<file path="config.mk">
export PLATFORM = sky130hd
export DESIGN_NAME = dcbd_slot_check
export DESIGN_NICKNAME = d
export VERILOG_FILES = /design/src/hdl/double_column_buffer_deadtime_defines.svh /design/src/hdl/dcbd_pkg.sv /design/src/hdl/dcbd_slot_check.sv
export SDC_FILE = /design/constraint.sdc
export NUM_CORES = 1
export LEC_CHECK = 0
export BUFFER_PORTS_ARGS = -buffer_cell sky130_fd_sc_hd__buf_2
export CAP_MARGIN = 10
export CORE_ASPECT_RATIO = 2
export CORE_MARGIN = 2
export CORE_UTILIZATION = 45
export DETAILED_ROUTE_END_ITERATION = 7
export GPL_TIMING_DRIVEN = 0
export MAX_ROUTING_LAYER = met4
export PLACE_DENSITY = 0.71
export SLEW_MARGIN = 20
export SYNTH_ARGS = -nofsm -noshare
export SYNTH_HDL_FRONTEND = slang
export SYNTH_SLANG_ARGS = --single-unit
</file>
<file path="constraint.sdc">
create_clock -name vclk -period 8.9
set_input_delay 1.78 -clock vclk [all_inputs]
set_output_delay 1.78 -clock vclk [all_outputs]
set_load 0.005 [all_outputs]
</file>
<file path="src/hdl/double_column_buffer_deadtime_defines.svh">
// Assertion macros used by the top-level RTL file of the double-column buffer block.
`ifndef DOUBLE_COLUMN_BUFFER_DEADTIME_DEFINES_SVH
`define DOUBLE_COLUMN_BUFFER_DEADTIME_DEFINES_SVH

// Clocked assertion that is switched off while reset is held.
`define DCBD_ASSERT(label, clk, rst_n, prop, msg) \
    label: assert property (@(posedge clk) disable iff (!(rst_n)) (prop)) else $error(msg);

// Clocked assertion that also holds during reset.
`define DCBD_ASSERT_ALWAYS(label, clk, prop, msg) \
    label: assert property (@(posedge clk) (prop)) else $error(msg);

`endif

</file>
<file path="src/hdl/dcbd_pkg.sv">
package dcbd_pkg;

    localparam int TIME_W  = 31;
    localparam int ENTRY_W = TIME_W + 1;
    localparam int DRAIN_W = 8;

    localparam logic [5:0]         COL_LAST    = 6'd51;
    localparam logic [6:0]         ROW_LAST    = 7'd79;
    localparam logic [DRAIN_W-1:0] DRAIN_RESET = 8'd6;

    localparam logic [1:0] ST_RANGE   = 2'd0;
    localparam logic [1:0] ST_BLOCKED = 2'd1;
    localparam logic [1:0] ST_MASKED  = 2'd2;
    localparam logic [1:0] ST_KEPT    = 2'd3;

    typedef struct packed {
        logic       found;
        logic [1:0] taken;
    } t_check;

endpackage

</file>
<file path="src/hdl/dcbd_slot_check.sv">
module dcbd_slot_check #(
    parameter int SLOTS = 3
) (
    input  logic [SLOTS*dcbd_pkg::ENTRY_W-1:0] i_word,
    input  logic [dcbd_pkg::TIME_W-1:0]        i_now,
    input  logic [dcbd_pkg::DRAIN_W-1:0]       i_drain,
    output dcbd_pkg::t_check                   o_check,
    output logic [SLOTS*dcbd_pkg::ENTRY_W-1:0] o_word
);

    import dcbd_pkg::*;

    logic [SLOTS-1:0] free;

    always_comb begin
        logic        vld;
        logic [TIME_W-1:0] stamp;
        logic signed [TIME_W+1:0] age;
        for (int s = 0; s < SLOTS; s++) begin
            vld   = i_word[s*ENTRY_W + TIME_W];
            stamp = i_word[s*ENTRY_W +: TIME_W];
            age   = $signed({2'b00, i_now}) - $signed({2'b00, stamp});
            free[s] = !vld || (age > $signed({{(TIME_W+2-DRAIN_W){1'b0}}, i_drain}));
        end
    end

    always_comb begin
        int sel;
        o_check = '0;
        o_word  = i_word;
        sel     = SLOTS;
        for (int s = SLOTS - 1; s >= 0; s--) begin
            if (free[s]) begin
                o_check.found = 1'b1;
                o_check.taken = 2'(s);
                sel           = s;
            end
        end
        for (int s = 0; s < SLOTS; s++) begin
            if (s == sel) begin
                o_word[s*ENTRY_W +: ENTRY_W] = {1'b1, i_now};
            end
        end
    end

endmodule

</file>
==> metrics.csv, run 1 <==
metric,value,unit
outcome,completed,
whs,3830,ps
routed_wl,29400,um
yosys.cell_types.count,77,
slew_headroom,30.9,%
drive_above_1_share,21.4,%
seq_area,0,um^2
syn-cell-area,7810,um^2
syn_inst,1171,
multiInputGateArea,7110,um^2
pwr-share-clk,0,%
yosys.area_share.adder,19.5,%
die_area,18500,um^2
crit_fanout,10,
syn_avg_cell_area,6.67,um^2
tightest_slew,1030,ps
p_sw_share,58.7,%
drv_cap,0,
dpl.hpwl,25100,um
p_switching,0.000399,W
post_cts_resized,0,
avgRoutedWirePerCell,18.2,um
start_kind,input port,
rsz0062_at_grt,false,
ys_seq_area_share,0,%
placed_area,9240,um^2
yosys-top-cells-count,"inv_1, nand2_1, ha_1",
hold_depth,3,
vias,9784,
nNetsFinal,1661,
yosys.area.top_type,ha_1,
p_comb_share,100.0,%
p_leak,4.60,nW
max-vdd-ir-drop,33.2,uV
overflow,0,
period_share,97.2,%
yosysMostFrequentCell,inv_1,
ios,234,
stdcell_area,9240,um^2
setup_violations,0,
gp_congestion,0.943,
synth-simple-area-share,22.7,%
fmax,116,MHz
synth-compound-area-share,34.3,%
synth_top_family_by_area,compound AO/OA/AOI/OAI gates,
crit_type,input port to primary output,
fillers,1775,
synth-xor-area-share,3.93,%
antennaDiodeCount,0,
grt_pass1_vias,8916,
synth.top_cell.area_share,18.8,%
synthTopCellsByArea,"ha_1, a21oi_1, inv_1",
place_ws,350,ps
setup_ws,249,ps
track_usage,30.3,%
worstSetupEndpointType,primary output,
grt_start_max_net_pins,11,
final_util,54.0,%
power_frac_seq,0,%
die_h,190,um
grt_pass1_wl,45300,um
critPathArrivalTime,6870,ps
die_w,97.1,um
drc_errors,0,
p_int,0.000280,W
powerDensity,73.6,nW/um^2
drtIter0Drc,617,
cts_setup_buffers,0,
synthMuxAreaShare,10.6,%
area_growth,18.3,%
hold_path_class,input port to primary output,
design.seq.count,0,
cp.required,7120,ps
antenna_found_initial,0,
final-max-slew-violation-count,0,
fin_setup_tns,0,ps
yosysWarnings,0,
core_area,17100,um^2
postCtsHoldBufs,0,
drtAntennaViolNets,0,
initial_utilization,45.6,%
numPortBuffers,233,
synthesis.nets,1426,
layout_min_cycle_time,8650,ps
hold_viol_final,0,
firstDrtPassIters,5,
clock_buffers,0,
fp-row-count,68,
viasPerCell,6.06,
[final timing paths]
kind	startpoint	end
setup / recovery	i_now[0]	o_word[94]
hold / removal	i_word[95]	o_word[95]
[placed cells by master, fill, tap and decap left out, types with 9 or more instances in the layout]
cell type  instances
or3_1             11
ha_1             117
nand2_1          120
nor2_1            63
nor4_1            13
a211oi_1          14
xnor2_1           26
a31oi_1           15
nand3_1           21
nor3_1            23
nor2b_1           13
o211ai_1          21
nand2b_1          19
mux2_1            28
clkbuf_1          34
mux2_2            40
nand4_1           31
o21a_1            30
o2111ai_1         10
inv_1            128
a21o_1            27
a21oi_1          107
xor2_1             9
o21bai_1           9
o21ai_0           95
buf_2            242
[power by group through the flow]
stage,Clock [W],Combinational (W),Sequential (W)
4_1_cts,0,0.000669,0
3_3_place_gp,0,0.000654,0
5_1_grt,0,0.000749,0
2_1_floorplan,0,0.000455,0
3_5_place_dp,0,0.000664,0
6_report,0,0.000679,0
[worst max-delay path: stages]
cell,delay [ps]
buf_2,110
inv_1,90
ha_1,220
fa_1,400
nor2b_1,190
o21ai_0,140
a21oi_1,260
nor2_1,100
xnor2_1,130
ha_1,280
o21ai_0,150
nor2_1,60
nor4_1,370
o2111ai_1,170
a2111oi_0,370
nand4_1,190
o31ai_1,880
nor3_4,240
buf_6,240
mux2_1,350
buf_2,140
[final cells by class]
cell class | instances | area share [%]
inverters | 128 | 5.20
plain buffers | 48 | 2.37
multi-input cells | 995 | 77.0
well taps | 210 | 2.85
repair buffers | 233 | 12.6
[cell families after synthesis]
family | Yosys count
mux | 74
xor+xnor | 35
buf+inv | 176
compound gates | 410
simple gates | 355
other cells | 1
fa+ha+maj | 120
[routing by layer]
metal / vias to the layer above / GRT usage, % / routed length, um
met5: - / - / 0
met2: 500 / 52.1 / 13700
li1: 4827 / - / -
met1: 4384 / 36.6 / 12200
met4: 0 / 13.3 / 1610
met3: 73 / 1.50 / 1860
[per-stage QoR]
step / total power [W] / cells
floorplan: 0.000455 / 1171
global placement: 0.000654 / 1614
detailed placement: 0.000664 / 1614
CTS: 0.000669 / 1614
global route: 0.000749 / 1614
finish: 0.000679 / 1614
Note: power is estimated with default switching activity, not from simulation.
==> run 2: changes to the inputs <==
--- a/config.mk
+++ b/config.mk
@@ -7,7 +7,7 @@
 export LEC_CHECK = 0
 export BUFFER_PORTS_ARGS = -buffer_cell sky130_fd_sc_hd__buf_2
 export CAP_MARGIN = 10
-export CORE_ASPECT_RATIO = 2
+export CORE_ASPECT_RATIO = 1.2
 export CORE_MARGIN = 2
 export CORE_UTILIZATION = 45
 export DETAILED_ROUTE_END_ITERATION = 7
==> metrics.csv, run 2 (synthesized netlist as in run 1, its figures left out) <==
metric,value,unit
fin_setup_tns,0,ps
avgRoutedWirePerCell,18.4,um
antennaDiodeCount,0,
die_area,18400,um^2
overflow,0,
power_frac_seq,0,%
max-vdd-ir-drop,31.5,uV
pwr-share-clk,0,%
antenna_found_initial,0,
grt_pass1_vias,8909,
period_share,96.2,%
core_area,16900,um^2
rsz0062_at_grt,false,
placed_area,9240,um^2
final_common_cell,buf_2,
fp-row-count,52,
slew_headroom,49.3,%
track_usage,31.4,%
cp_slowest_cell,nor4_1,
hold_path_class,input port to primary output,
outcome,completed,
dpl.hpwl,25500,um
tightest_slew,754,ps
drive_above_1_share,21.6,%
clock_buffers,0,
p_switching,0.000399,W
critPathArrivalTime,6780,ps
powerDensity,73.2,nW/um^2
viasPerCell,6.01,
ios,234,
drtAntennaViolNets,0,
die_h,148,um
layout_min_cycle_time,8560,ps
final_cell_mix,"buf_2, inv_1, nand2_1",
fmax,117,MHz
grt_pass1_wl,46100,um
crit_type,input port to primary output,
hold_viol_final,0,
final-max-slew-violation-count,0,
cp.required,7120,ps
stdcell_area,9280,um^2
design.seq.count,0,
die_w,124,um
postCtsHoldBufs,0,
crit_fanout,10,
drv_cap,0,
routed_wl,29900,um
setup_violations,0,
drtIter0Drc,653,
crit_chain,"buf_2, inv_1, ha_1, fa_1, nand2b_1, a21oi_1, nor2_1, xnor2_1, ha_1, a21o_1, a21oi_1, o21a_1, o221ai_1, a2111o_1, nor4_1, nor2_1, nor3_4, buf_12, buf_6, mux2_1, buf_2",
seq_area,0,um^2
numPortBuffers,233,
drc_errors,0,
p_int,0.000281,W
p_sw_share,58.7,%
gp_congestion,1.02,
vias,9754,
firstDrtPassIters,5,
crit_family,compound AO/OA/AOI/OAI gates,
grt_start_max_net_pins,11,
p_leak,4.61,nW
start_kind,input port,
area_growth,18.8,%
initial_utilization,46.1,%
p_comb_share,100.0,%
max_stage_delay,680,ps
crit_buf_inv,5,
worstSetupEndpointType,primary output,
p_total,0.000679,W
nNetsFinal,1663,
final_util,54.8,%
[run 2: cell types whose count changed in the layout (fill, tap and decap cells not counted), sizes merged]
cell | previous run | this run
buf | 246 | 248
[run 2: path summary, 6_finish.rpt]
kind	from	endpoint	cells past startpoint
max	i_now[0]	o_word[94]	21
min	i_word[95]	o_word[95]	3
[run 2: per-layer routing]
layer	track usage (%)	share of wire [%]
met5	-	0
met4	11.0	4.2
met3	2.70	5.8
met2	54.3	48
met1	38.5	42
[run 2: worst min-delay path: stages]
cell and delay [ps]:
buf_2 90, or2_2 90, buf_2 100
[run 2: area by class of cell]
class | count | area [um^2]
plain buffers | 48 | 219
fillers | 1815 | 7640
inverters | 128 | 480
multi-input cells | 995 | 7110
well taps | 216 | 270
repair buffers | 235 | 1190
[run 2: what timing repair did]
| item | in CTS | in global routing |
|---|---|---|
| setup buffers | 0 | 2 |
| resized for setup | 0 | 1 |
| endpoints found under the setup margin | 0 | 46 |
[run 2: metrics by stage]
step                instances  setup slack [ps]  hold WS [ps]
finish                   1622               340          3840
global route             1622              76.1          3840
CTS                      1620               286          3840
detailed placement       1620               311          3840
global placement         1620               333          3830
floorplan                1171              1520          3650
[run 2: power by group through the flow]
stage | logic [W] | registers [W] | clock network (W)
6_report | 0.000679 | 0 | 0
5_1_grt | 0.000752 | 0 | 0
3_3_place_gp | 0.000662 | 0 | 0
2_1_floorplan | 0.000455 | 0 | 0
4_1_cts | 0.000669 | 0 | 0
3_5_place_dp | 0.000665 | 0 | 0
==> run 3: changes to the inputs <==
--- a/config.mk
+++ b/config.mk
@@ -8,7 +8,7 @@
 export BUFFER_PORTS_ARGS = -buffer_cell sky130_fd_sc_hd__buf_2
 export CAP_MARGIN = 10
 export CORE_ASPECT_RATIO = 1.2
-export CORE_MARGIN = 2
+export CORE_MARGIN = 4
 export CORE_UTILIZATION = 45
 export DETAILED_ROUTE_END_ITERATION = 7
 export GPL_TIMING_DRIVEN = 0
==> metrics.csv, run 3 (synthesized netlist as in run 1, its figures left out) <==
metric,value,unit
max-vdd-ir-drop,30.3,uV
pwr-share-clk,0,%
period_share,96.2,%
layout_min_cycle_time,8560,ps
core_area,17000,um^2
crit_type,input port to primary output,
hold_viol_final,0,
whs,3830,ps
drv_cap,0,
final-max-slew-violation-count,0,
worstSetupEndpointType,primary output,
seq_area,0,um^2
drtIter0Drc,585,
nNetsFinal,1661,
outcome,completed,
numPortBuffers,233,
slew_headroom,44.4,%
start_kind,input port,
hold_path_class,input port to primary output,
die_h,152,um
ios,234,
grt_pass1_vias,9244,
area_growth,18.6,%
cp.required,7120,ps
critPathArrivalTime,6780,ps
p_sw_share,59.1,%
routed_wl,31000,um
fmax,117,MHz
fin_setup_tns,0,ps
power_frac_seq,0,%
place_ws,238,ps
postCtsHoldBufs,0,
die_area,19500,um^2
design.seq.count,0,
clock_buffers,0,
antenna_found_initial,0,
tightest_slew,827,ps
cts_setup_buffers,0,
dpl.hpwl,26600,um
die_w,128,um
grt_pass1_wl,47300,um
firstDrtPassIters,6,
drive_above_1_share,21.5,%
gp_congestion,1.01,
avgRoutedWirePerCell,19.1,um
p_leak,4.59,nW
rsz0062_at_grt,false,
overflow,0,
crit_fanout,10,
setup_violations,0,
grt_start_max_net_pins,11,
final_cell_mix,"buf_2, inv_1, nand2_1",
p_comb_share,100.0,%
viasPerCell,6.03,
drtAntennaViolNets,0,
initial_utilization,46.0,%
drc_errors,0,
antennaDiodeCount,0,
p_int,0.000279,W
vias,9770,
final_common_cell,buf_2,
setup_ws,335,ps
powerDensity,73.8,nW/um^2
track_usage,30.4,%
fp-row-count,52,
p_switching,0.000403,W
[run 3: power groups by stage]
stage	clock (W)	combinational [W]	sequential [W]
global placement	0	0.000667	0
detailed placement	0	0.000670	0
finish	0	0.000683	0
CTS	0	0.000675	0
global route	0	0.000756	0
floorplan	0	0.000455	0
[run 3: critical path: stages]
cell and delay, ps:
buf_2 130, inv_1 100, ha_1 230, fa_1 410, nand2b_1 180, a21oi_1 420
nor2_1 150, xnor2_1 170, ha_1 300, a21o_1 160, a21oi_1 140, o21a_1 190
o221ai_1 130, a2111o_1 420, nor4_2 450, nor2_1 200, nor3_4 470, buf_6 250
mux2_1 340, buf_2 130
[run 3: timing repair]
item / 4_1_cts / 5_1_grt
gates resized for setup: 0 / 2
endpoints found under the setup margin: 0 / 42
endpoints found under the hold margin: 0 / 0
[run 3: final cells by class]
type | count | area, um^2
Buffer | 48 | 219
Fill cell | 1756 | 7730
Inverter | 128 | 480
Multi-Input combinational cell | 995 | 7120
Tap cell | 216 | 270
Timing Repair Buffer | 233 | 1170
[run 3: worst paths after layout]
kind	startpoint	end	slack, ps	depth (start not counted)
max	i_now[0]	o_word[93]	340	20
min	i_word[95]	o_word[95]	3830	3
[run 3: metal layers]
| metal | up-vias | share of wire, % | GRT usage [%] |
|---|---|---|---|
| li1 | 4835 | - | - |
| met1 | 4486 | 41 | 36.4 |
| met2 | 390 | 49 | 53.5 |
| met3 | 59 | 6.4 | 2.10 |
| met4 | 0 | 3.9 | 9.71 |
| met5 | - | 0 | - |
[run 3: per-stage QoR]
stage / instance area [um^2] / instances / util (%) / power [W]
after floorplan: 7810 / 1171 / - / 0.000455
after global placement: 9240 / 1620 / 54.4 / 0.000667
after detailed placement: 9240 / 1620 / 54.4 / 0.000670
after CTS: 9240 / 1620 / 54.4 / 0.000675
after global routing: 9260 / 1620 / 54.5 / 0.000756
final: 9260 / 1620 / 54.5 / 0.000683
