## src/hdl/double_column_buffer_deadtime_defines.svh

```systemverilog
// Assertion macros used by the top-level RTL file of the double-column buffer block.
`ifndef DOUBLE_COLUMN_BUFFER_DEADTIME_DEFINES_SVH
`define DOUBLE_COLUMN_BUFFER_DEADTIME_DEFINES_SVH

// Clocked assertion that is switched off while reset is held.
`define DCBD_ASSERT(label, clk, rst_n, prop, msg) \
    label: assert property (@(posedge clk) disable iff (!(rst_n)) (prop)) else $error(msg);

// Clocked assertion that also holds during reset.
`define DCBD_ASSERT_ALWAYS(label, clk, prop, msg) \
    label: assert property (@(posedge clk) (prop)) else $error(msg);

`endif

```

## src/hdl/dcbd_ram.sv

```systemverilog
module dcbd_ram #(
    parameter int WIDTH  = 32,
    parameter int DEPTH  = 16,
    parameter int ADDR_W = (DEPTH > 1) ? $clog2(DEPTH) : 1
) (
    input  logic              i_clk,
    input  logic              i_we,
    input  logic [ADDR_W-1:0] i_waddr,
    input  logic [WIDTH-1:0]  i_wdata,
    input  logic              i_re,
    input  logic [ADDR_W-1:0] i_raddr,
    output logic [WIDTH-1:0]  o_rdata
);

    logic [WIDTH-1:0] r_mem [DEPTH];
    logic [WIDTH-1:0] r_rdata;

    always_ff @(posedge i_clk) begin
        if (i_we) begin
            r_mem[i_waddr] <= i_wdata;
        end
        if (i_re) begin
            r_rdata <= r_mem[i_raddr];
        end
    end

    assign o_rdata = r_rdata;

endmodule

```

## config.mk

```make
export PLATFORM = sky130hd
export DESIGN_NAME = dcbd_ram
export DESIGN_NICKNAME = d
export VERILOG_FILES = /design/src/hdl/double_column_buffer_deadtime_defines.svh /design/src/hdl/dcbd_ram.sv
export SDC_FILE = /design/constraint.sdc
export NUM_CORES = 1
export LEC_CHECK = 0
export BUFFER_PORTS_ARGS = -buffer_cell sky130_fd_sc_hd__buf_2
export CAP_MARGIN = 20
export CORE_AREA = 8 8 201 203
export DETAILED_ROUTE_END_ITERATION = 16
export DIE_AREA = 0 0 209 211
export GPL_ROUTABILITY_DRIVEN = 0
export PLACE_DENSITY = 0.8
export SLEW_MARGIN = 20
export SYNTH_ARGS = -nofsm -noshare
export SYNTH_HDL_FRONTEND = slang
export SYNTH_SLANG_ARGS = --single-unit
```

## constraint.sdc

```tcl
create_clock -name i_clk -period 3.05 [get_ports i_clk]
set_clock_uncertainty 0.1 [all_clocks]
set_input_delay 0 -clock i_clk [delete_from_list [all_inputs] [get_ports i_clk]]
set_output_delay 0 -clock i_clk [all_outputs]
set_load 0.05 [all_outputs]
```

==> reports/qor.yml, run 1 <==
relSlewSlack_pct: 41.7
post-route-period-util_pct: 56.7
worst_slew_pin_slew_ps: 873
start_util_pct: 54.3
slew_viol_final: 0
drc: 0
port_buffers: 74
design_power_total_uw: 15900
cts_sinks: 544
r2r_start: "r_mem[15][26]$_DFFE_PP_"
synth_nets: 881
r2r-end: "o_rdata[26]$_DFFE_PP_"
syn_to_final_growth_pct: 16.7
finalSetupViolations: 0
synth_area_per_cell_um2: 24.1
arrival_ps: 2040
grt_pass1_wl_um: 65700
syn-cell-area_um2: 20200
dp_hpwl_um: 22800
reg2reg_depth: 3
synth_warnings: 0
power.density_nw_per_um2: 677
gr-total-overflow: 0
crit_end: "o_rdata[19]$_DFFE_PP_"
ys_ff_latch: 544
status: "completed"
critPathLaunchType: "input pin"
cts.path.max_buffers: 3
fp.dieW_um: 209
nets: 1033
fin_hold_ws_ps: 68.5
drt-total-wl_um: 44400
vias_per_cell: 6.36
irDropWorstVdd_mv: 0.619
hold_path_depth: 3
grt_use_total_pct: 20.2
die_area_um2: 44100
p_leak_uw: 0.00757
post_cts.repair.setup_buffers: 0
post_drt_wl_per_cell_um: 29.5
utilization_pct: 63.4
netlist_instances: 838
rows: 71
grt_antenna_before_repair: 0
critical_path.startpoint: "i_raddr[2]"
cts_tree: "built"
synth.distinct_cells: 17
drt_iter0_markers: 1144
ant_nets: 0
grt_max_degree: 41
rsz0062_at_grt: "false"
finalHoldViolCount: 0
antenna_cells: 0
setup_tns_ps: 0
hold_buffers: 34
layout_min_cycle_time_ps: 1730
end_kind: "flip-flop"
worstPathRequired_ps: 3360
r2r_slack_ps: 1390
fin_ws_ps: 1320
grt_pass1_vias: 10189
core_area_um2: 37100
post-place-ws_ps: 938
vias: 9572
cts_buffers: 51
layout-drive-gt1-share_pct: 31.9
crit_fanout: 19
min_path_type: "in2reg"
ios: 75
ys_seq_area_share_pct: 81.0
path_class: "in2reg"
firstDrtPassIters: 5
clkLatencyLatePin_ps: 570
path_clk_slew_ps: 60
die_height_um: 211
root_buffer: "clkbuf_16"
h-tree-depth: 2
drv_cap: 0
post_cts_resized: 0
max_freq_mhz: 578
-- layer usage --
metal  vias up  share of wire (%)  wire length, µm  track usage (%)
li1       3910                  -                -                -
met1      5050                 38            16700             25.6
met2       523                 52            22900             34.9
met3        89                7.8             3460             3.72
met4         0                3.0             1310             7.24
met5         -                  0                0                0
-- synth_stat cells, drive strengths merged --
library cell	number	share of area (%)
a22oi	64	2.4
and2	1	0.031
buf	26	0.79
clkbuf	17	0.32
edfxtp	544	81
mux4	128	14
nand2	33	0.61
nand2b	2	0.062
nand3	1	0.025
nand3b	2	0.074
nor2	13	0.24
nor2b	2	0.062
nor3	4	0.099
or3b	1	0.043
-- area by class of cell --
cell class              instances  area (µm²)
well taps                     474         593
repair buffers                142        1110
fillers                      2376       13600
clock inverters                33         384
clock buffers                  60        1350
multi-input cells             251        3760
flip-flops and latches        544       16300
-- through the flow --
step	instances	instance area, µm²
5_1_grt	1504	23500
6_report	1504	23500
4_1_cts	1504	23500
3_3_place_gp	1376	21400
2_1_floorplan	838	20200
3_5_place_dp	1377	21500
-- sequential cells by signal (all words and copies together) (netlist names) --
name and count:
o_rdata 32, r_mem 512
-- worst min-delay path by stage --
stage / start / end / slack (ps)
floorplan: i_wdata[0] / r_mem[0][0]$_DFFE_PP_ / -1
global placement: i_wdata[29] / r_mem[9][29]$_DFFE_PP_ / 270
detailed placement: i_wdata[18] / r_mem[8][18]$_DFFE_PP_ / 280
CTS: i_waddr[2] / r_mem[1][28]$_DFFE_PP_ / 50
global route: i_waddr[3] / r_mem[1][28]$_DFFE_PP_ / 70
finish: i_waddr[2] / r_mem[1][28]$_DFFE_PP_ / 70
-- layout by cell type (no fill, tap or decap), types with 2 or more instances in the layout --
| master | count |
|---|---|
| clkbuf_16 | 53 |
| buf_4 | 24 |
| clkinvlp_4 | 3 |
| clkinv_1 | 14 |
| dlygate4sd3_1 | 34 |
| nor2_4 | 13 |
| buf_2 | 72 |
| bufinv_16 | 9 |
| nand3b_1 | 2 |
| clkinv_2 | 6 |
| clkbuf_1 | 7 |
| nor3_2 | 3 |
| edfxtp_1 | 544 |
| a22oi_1 | 64 |
| nand2_1 | 33 |
| mux4_2 | 128 |
| nand2b_1 | 2 |
| nor2b_4 | 2 |
| buf_12 | 11 |
-- cells by family after synthesis --
family / count (synthesis) / synth area share [%]
buffers and inverters: 43 / 1.10
AND/OR/NAND/NOR: 59 / 1.25
AO/OA/AOI/OAI: 64 / 2.38
multiplexers: 128 / 14.3
flip-flops: 544 / 81.0
-- where the power goes --
group          internal [µW]  switching [µW]  total, µW
clock network           3920            2650       6570
logic                    332             564        896
registers               8420            54.1       8480
-- worst max-delay path, cell delays in order --
cell	delay (ps)
dlygate4sd3_1	520
buf_2	180
nor2b_4	690
buf_4	400
a22oi_1	120
nand2_1	110
No activity file was read; power rests on OpenSTA's default activity.
==> run 2, diff against run 1 <==
- ABC_AREA: not set -> 1
- CORE_AREA: 8 8 201 203 -> 8 8 206 208
- DIE_AREA: 0 0 209 211 -> 0 0 214 216
- PLACE_DENSITY: 0.8 -> 0.82
- clock period: 3.05 -> 1.6 ns (I/O delays scaled with it)
==> run 2 against run 1 <==
Power rose by 88%. Count of clock-buffer cells in the layout rose by 4. Global-route usage rose by 4.1 points. Worst setup slack got worse by 1200 ps. Register-to-register slack got worse by 1100 ps. Sequential share of layout area fell by 7.9 points. Synthesized cell count rose to 2.5 times the previous value. Synthesized area rose by 14%. Non-clock buffer count rose by 43. Combinational power rose to 2.6 times the previous value. Critical endpoint is now o_rdata[26]$_DFFE_PP_. Largest cell class unchanged. Highest routed layer unchanged.
==> reports/qor.yml, run 2 <==
status: "completed"
synth_edf_count: 544
hold_buffers: 36
worstPathRequired_ps: 1940
arrival_ps: 1780
cts_tree: "built"
slowest_stage: "dlygate4sd3_1"
ant_nets: 0
vias_per_cell: 5.62
core_area_um2: 39200
start_util_pct: 58.8
max_freq_mhz: 695
crit_chain: "dlygate4sd3_1 -> buf_4 -> inv_4 -> buf_12 -> nand3_1 -> nand3_1 -> nand3_1 -> nand2_1"
cts_sinks: 544
yosysMostFrequentCell: "nand2_1"
synth_area_per_cell_um2: 10.9
post_cts_resized: 0
grt_antenna_before_repair: 0
drt_iter0_markers: 1785
layout_common_cells: "nand2_1 (677), edfxtp_1 (544), inv_1 (387), nand3_1 (385), buf_2 (72)"
netlist_instances: 2120
synth-async-reset-ratio_pct: 0
largest_reg_flops: 512
end_kind: "flip-flop"
grt_use_total_pct: 24.3
post-route-period-util_pct: 89.9
fp.dieW_um: 214
synth_warnings: 0
synthFlopType: "edfxtp_1"
syn-cell-area_um2: 23100
post_cts.repair.setup_buffers: 0
relSlewSlack_pct: 68.0
cpPeakStageDelay_ps: 550
power.density_nw_per_um2: 1130
final_common_cell: "nand2_1"
rsz0062_at_grt: "false"
root_buffer: "clkbuf_16"
cts_buffers: 53
worst_slew_pin_slew_ps: 478
path_clk_slew_ps: 70
p_leak_uw: 0.0113
firstDrtPassIters: 8
final_cells: 2821
dp.cells: 2689
drv_cap: 0
drc: 0
irDropWorstVdd_mv: 0.901
critPathLaunchType: "input pin"
die_area_um2: 46200
die_height_um: 216
finalHoldViolCount: 0
h-tree-depth: 2
top_register: "r_mem"
yosysTopAreaCellShare_pct: 70.9
gr-total-overflow: 0
vias: 15854
path_class: "in2reg"
ios: 75
port_buffers: 74
syn_to_final_growth_pct: 15.3
clkLatencyLatePin_ps: 580
synth.top_cells.by_count: "nand2_1 (677), edfxtp_1 (544), inv_1 (388), nand3_1 (385), buf_2 (41)"
yosysTopAreaCell: "edfxtp_1"
setup_tns_ps: 0
min_path_type: "in2reg"
rows: 73
synth_area_leaders: "edfxtp_1 (71%), nand2_1 (11%), nand3_1 (8.4%)"
antenna_cells: 0
cts.path.max_buffers: 3
grt_pass1_wl_um: 88600
ys_seq_area_share_pct: 70.9
finalSetupViolations: 0
crit_fanout: 65
synth.distinct_cells: 14
dp_hpwl_um: 32100
n_fill_cell: 2476
layout-drive-gt1-share_pct: 10.3
grt_max_degree: 66
slew_viol_final: 0
ys_ff_latch: 544
synth_nets: 2163
drt-total-wl_um: 56900
nets: 2298
layout_min_cycle_time_ps: 1440
cp_common_cell: "nand3_1"
grt_pass1_vias: 16235
post_drt_wl_per_cell_um: 20.2
==> run 2: cell count changes after synthesis, sizes merged, moves of 3 or more <==
cell / delta
nand2: +644
inv: +390
nand3: +384
mux4: -128
buf: +65
a22oi: -64
nor2: +4
nor3: -4
clkbuf: -3
==> run 2: final timing paths <==
kind / start / endpoint / slack [ps] / depth (start not counted)
min: i_waddr[2] / r_mem[4][28]$_DFFE_PP_ / 110 / 5
max reg2reg: r_mem[5][26]$_DFFE_PP_ / o_rdata[26]$_DFFE_PP_ / 260 / 6
max: i_raddr[1] / o_rdata[26]$_DFFE_PP_ / 160 / 8
min reg2reg: r_mem[10][24]$_DFFE_PP_ / o_rdata[24]$_DFFE_PP_ / 640 / 6
==> run 2: layer usage <==
layer / global-route usage (%) / routed length [µm] / up-vias
li1: - / - / 7140
met1: 30.5 / 21100 / 7571
met2: 41.0 / 28000 / 976
met3: 4.36 / 5800 / 167
met4: 11.1 / 2010 / 0
met5: 0 / 0 / -
==> run 2: worst max-delay path: cells and delay by family <==
kind	cells	cell delay (ps)
buffers and inverters	4	1180
AND/OR/NAND/NOR	4	550
==> run 2: final cells by class <==
type	instances	area [µm²]	share of cell area, %
clock buffer	64	1370	5.15
clock inverter	32	226	0.852
inverter	390	1470	5.54
multi-input combinational	1081	4670	17.6
sequential	544	16300	61.5
tap	525	657	2.47
timing repair buffer	185	1850	6.97
==> run 2: report_power, final <==
group	internal [µW]	leakage [µW]	switching (µW)
clock network	6540	0.000776	5060
registers	16100	0.00494	100
logic	673	0.00555	1620
==> run 2: cells by family after synthesis <==
group,share of synthesized area [%]
flops,70.9
simple gates,19.7
buf+inv,9.41
==> run 2: metrics by stage <==
step	hold slack [ps]	setup slack [ps]	util [%]	power (µW)	area [µm²]
after detailed placement	288	102	62.8	18600	24600
after floorplan	-1.13	-493	-	17800	23100
after global placement	269	124	62.8	18500	24600
after global routing	116	161	67.8	30900	26600
final	115	161	67.8	30000	26600
after CTS	89.8	150	67.8	30100	26600
==> run 3, diff against run 2 <==
- PLACE_DENSITY: 0.82 -> 0.74
- SETUP_SLACK_MARGIN: not set -> 0.4
==> run 3 against run 2 <==
Largest power group unchanged. Critical path depth fell by 7. Largest cell class unchanged. Wire length fell by 9.2%. Global-route usage fell by 2.5 points. Sequential power barely moved. Count of clock-buffer cells in the layout rose by 2. Worst setup slack improved by 65 ps.
==> reports/qor.yml, run 3 (synthesis results as in run 2) <==
start_util_pct: 58.8
drv_cap: 0
path_class: "reg2out"
status: "completed"
fin_hold_ws_ps: 29.5
clkLatencyLatePin_ps: 580
arrival_ps: 1270
drc: 0
cp_top_family: "flip-flops"
final_common_cell: "nand2_1"
grt_pass1_wl_um: 78500
post-route-period-util_pct: 85.9
path_clk_slew_ps: 60
fp.dieW_um: 214
p_sw_share_pct: 22.0
syn_to_final_growth_pct: 16.9
switchingPower_uw: 6680
relSlewSlack_pct: 63.2
pwr-share-seq_pct: 53.3
rows: 73
grt_pass1_vias: 14434
max_freq_mhz: 728
dp.cells: 2659
crit_chain: "buf_6"
rsz0062_at_grt: "true"
nets: 2265
cts_buffers: 52
grt_use_total_pct: 21.8
pwr-share-comb_pct: 7.8
cts.path.max_buffers: 3
post_cts.repair.setup_buffers: 0
h-tree-depth: 2
end_kind: "primary output"
p_int_uw: 23600
gr-total-overflow: 0
layout_min_cycle_time_ps: 1370
critPathLaunchType: "flip-flop"
port_buffers: 74
grt_antenna_before_repair: 1
drt-total-wl_um: 51700
power.density_nw_per_um2: 1130
clkPwrFrac_pct: 39.0
irDropWorstVdd_mv: 0.825
ant_nets: 0
min_path_type: "in2reg"
setup_tns_ps: 0
post_drt_wl_per_cell_um: 18.5
largest_reg_flops: 512
layout-drive-gt1-share_pct: 14.1
worstPathRequired_ps: 1500
slowest_stage: "edfxtp_1"
ios: 75
layout_common_cells: "nand2_1 (655), edfxtp_1 (544), inv_1 (379), nand3_1 (300), nand3_2 (84)"
core_area_um2: 39200
top_register: "r_mem"
finalSetupViolations: 0
die_height_um: 216
firstDrtPassIters: 5
cpPeakStageDelay_ps: 490
vias: 15027
drt_iter0_markers: 1367
grt_max_degree: 106
cts_tree: "built"
die_area_um2: 46200
cts_sinks: 544
final_cells: 2788
dp_hpwl_um: 25800
cp_num_buf_inv: 1
crit_fanout: 1
root_buffer: "clkbuf_16"
finalHoldViolCount: 0
worst_slew_pin_slew_ps: 553
p_leak_uw: 0.0113
slew_viol_final: 0
vias_per_cell: 5.39
## run 3: cell types whose count changed in the layout (fill, tap and decap cells not counted), moves of 19 or more
cell	delta
nand3_1	-85
nand3_2	+84
buf_2	-32
buf_6	+32
nand2_1	-22
buf_4	-19
## run 3: path summary, 6_finish.rpt
path | from | endpoint | slack [ps] | cells past startpoint
setup / recovery | o_rdata[11]$_DFFE_PP_ | o_rdata[11] | 230 | 1
hold / removal | i_raddr[2] | o_rdata[31]$_DFFE_PP_ | 30 | 5
setup reg to reg | r_mem[1][18]$_DFFE_PP_ | o_rdata[18]$_DFFE_PP_ | 390 | 6
hold reg to reg | r_mem[11][29]$_DFFE_PP_ | o_rdata[29]$_DFFE_PP_ | 640 | 6
## run 3: cell type report
cell class	count	area [µm²]
clock inverter	28	251
tap	525	657
clock buffer	66	1380
fill	2623	12200
multi-input combinational	1081	5180
sequential	544	16300
timing repair buffer	153	1670
inverter	390	1480
antenna	1	2.50
## run 3: power groups by stage
stage	logic (µW)	clock network (µW)	registers (µW)
global placement	2040	0	16400
detailed placement	2090	0	16400
floorplan	1120	0	16700
CTS	2260	11900	16200
finish	2360	11800	16200
global route	2550	12400	16200
## run 3: what timing repair did
action	in CTS	in global routing
endpoints found under the setup margin	39	63
hold buffers	34	0
resized for setup	71	99
hold endpoints to repair	554	0
pin swaps	13	128
## run 3: per-layer routing
| layer | global-route usage, % | vias to the layer above | share of wire (%) |
|---|---|---|---|
| met2 | 35.2 | 697 | 48 |
| met1 | 29.0 | 7155 | 41 |
| li1 | - | 7075 | - |
| met5 | 0 | - | 0 |
| met4 | 9.60 | 0 | 2.8 |
| met3 | 3.59 | 100 | 8.3 |
## run 3: stage by stage
step	util, %	power [µW]	setup WS (ps)	instance area [µm²]
floorplan	-	17800	163	23200
global placement	62.1	18500	124	24300
detailed placement	62.1	18500	102	24300
CTS	67.7	30300	233	26500
global route	68.8	31200	238	27000
finish	68.8	30300	226	27000
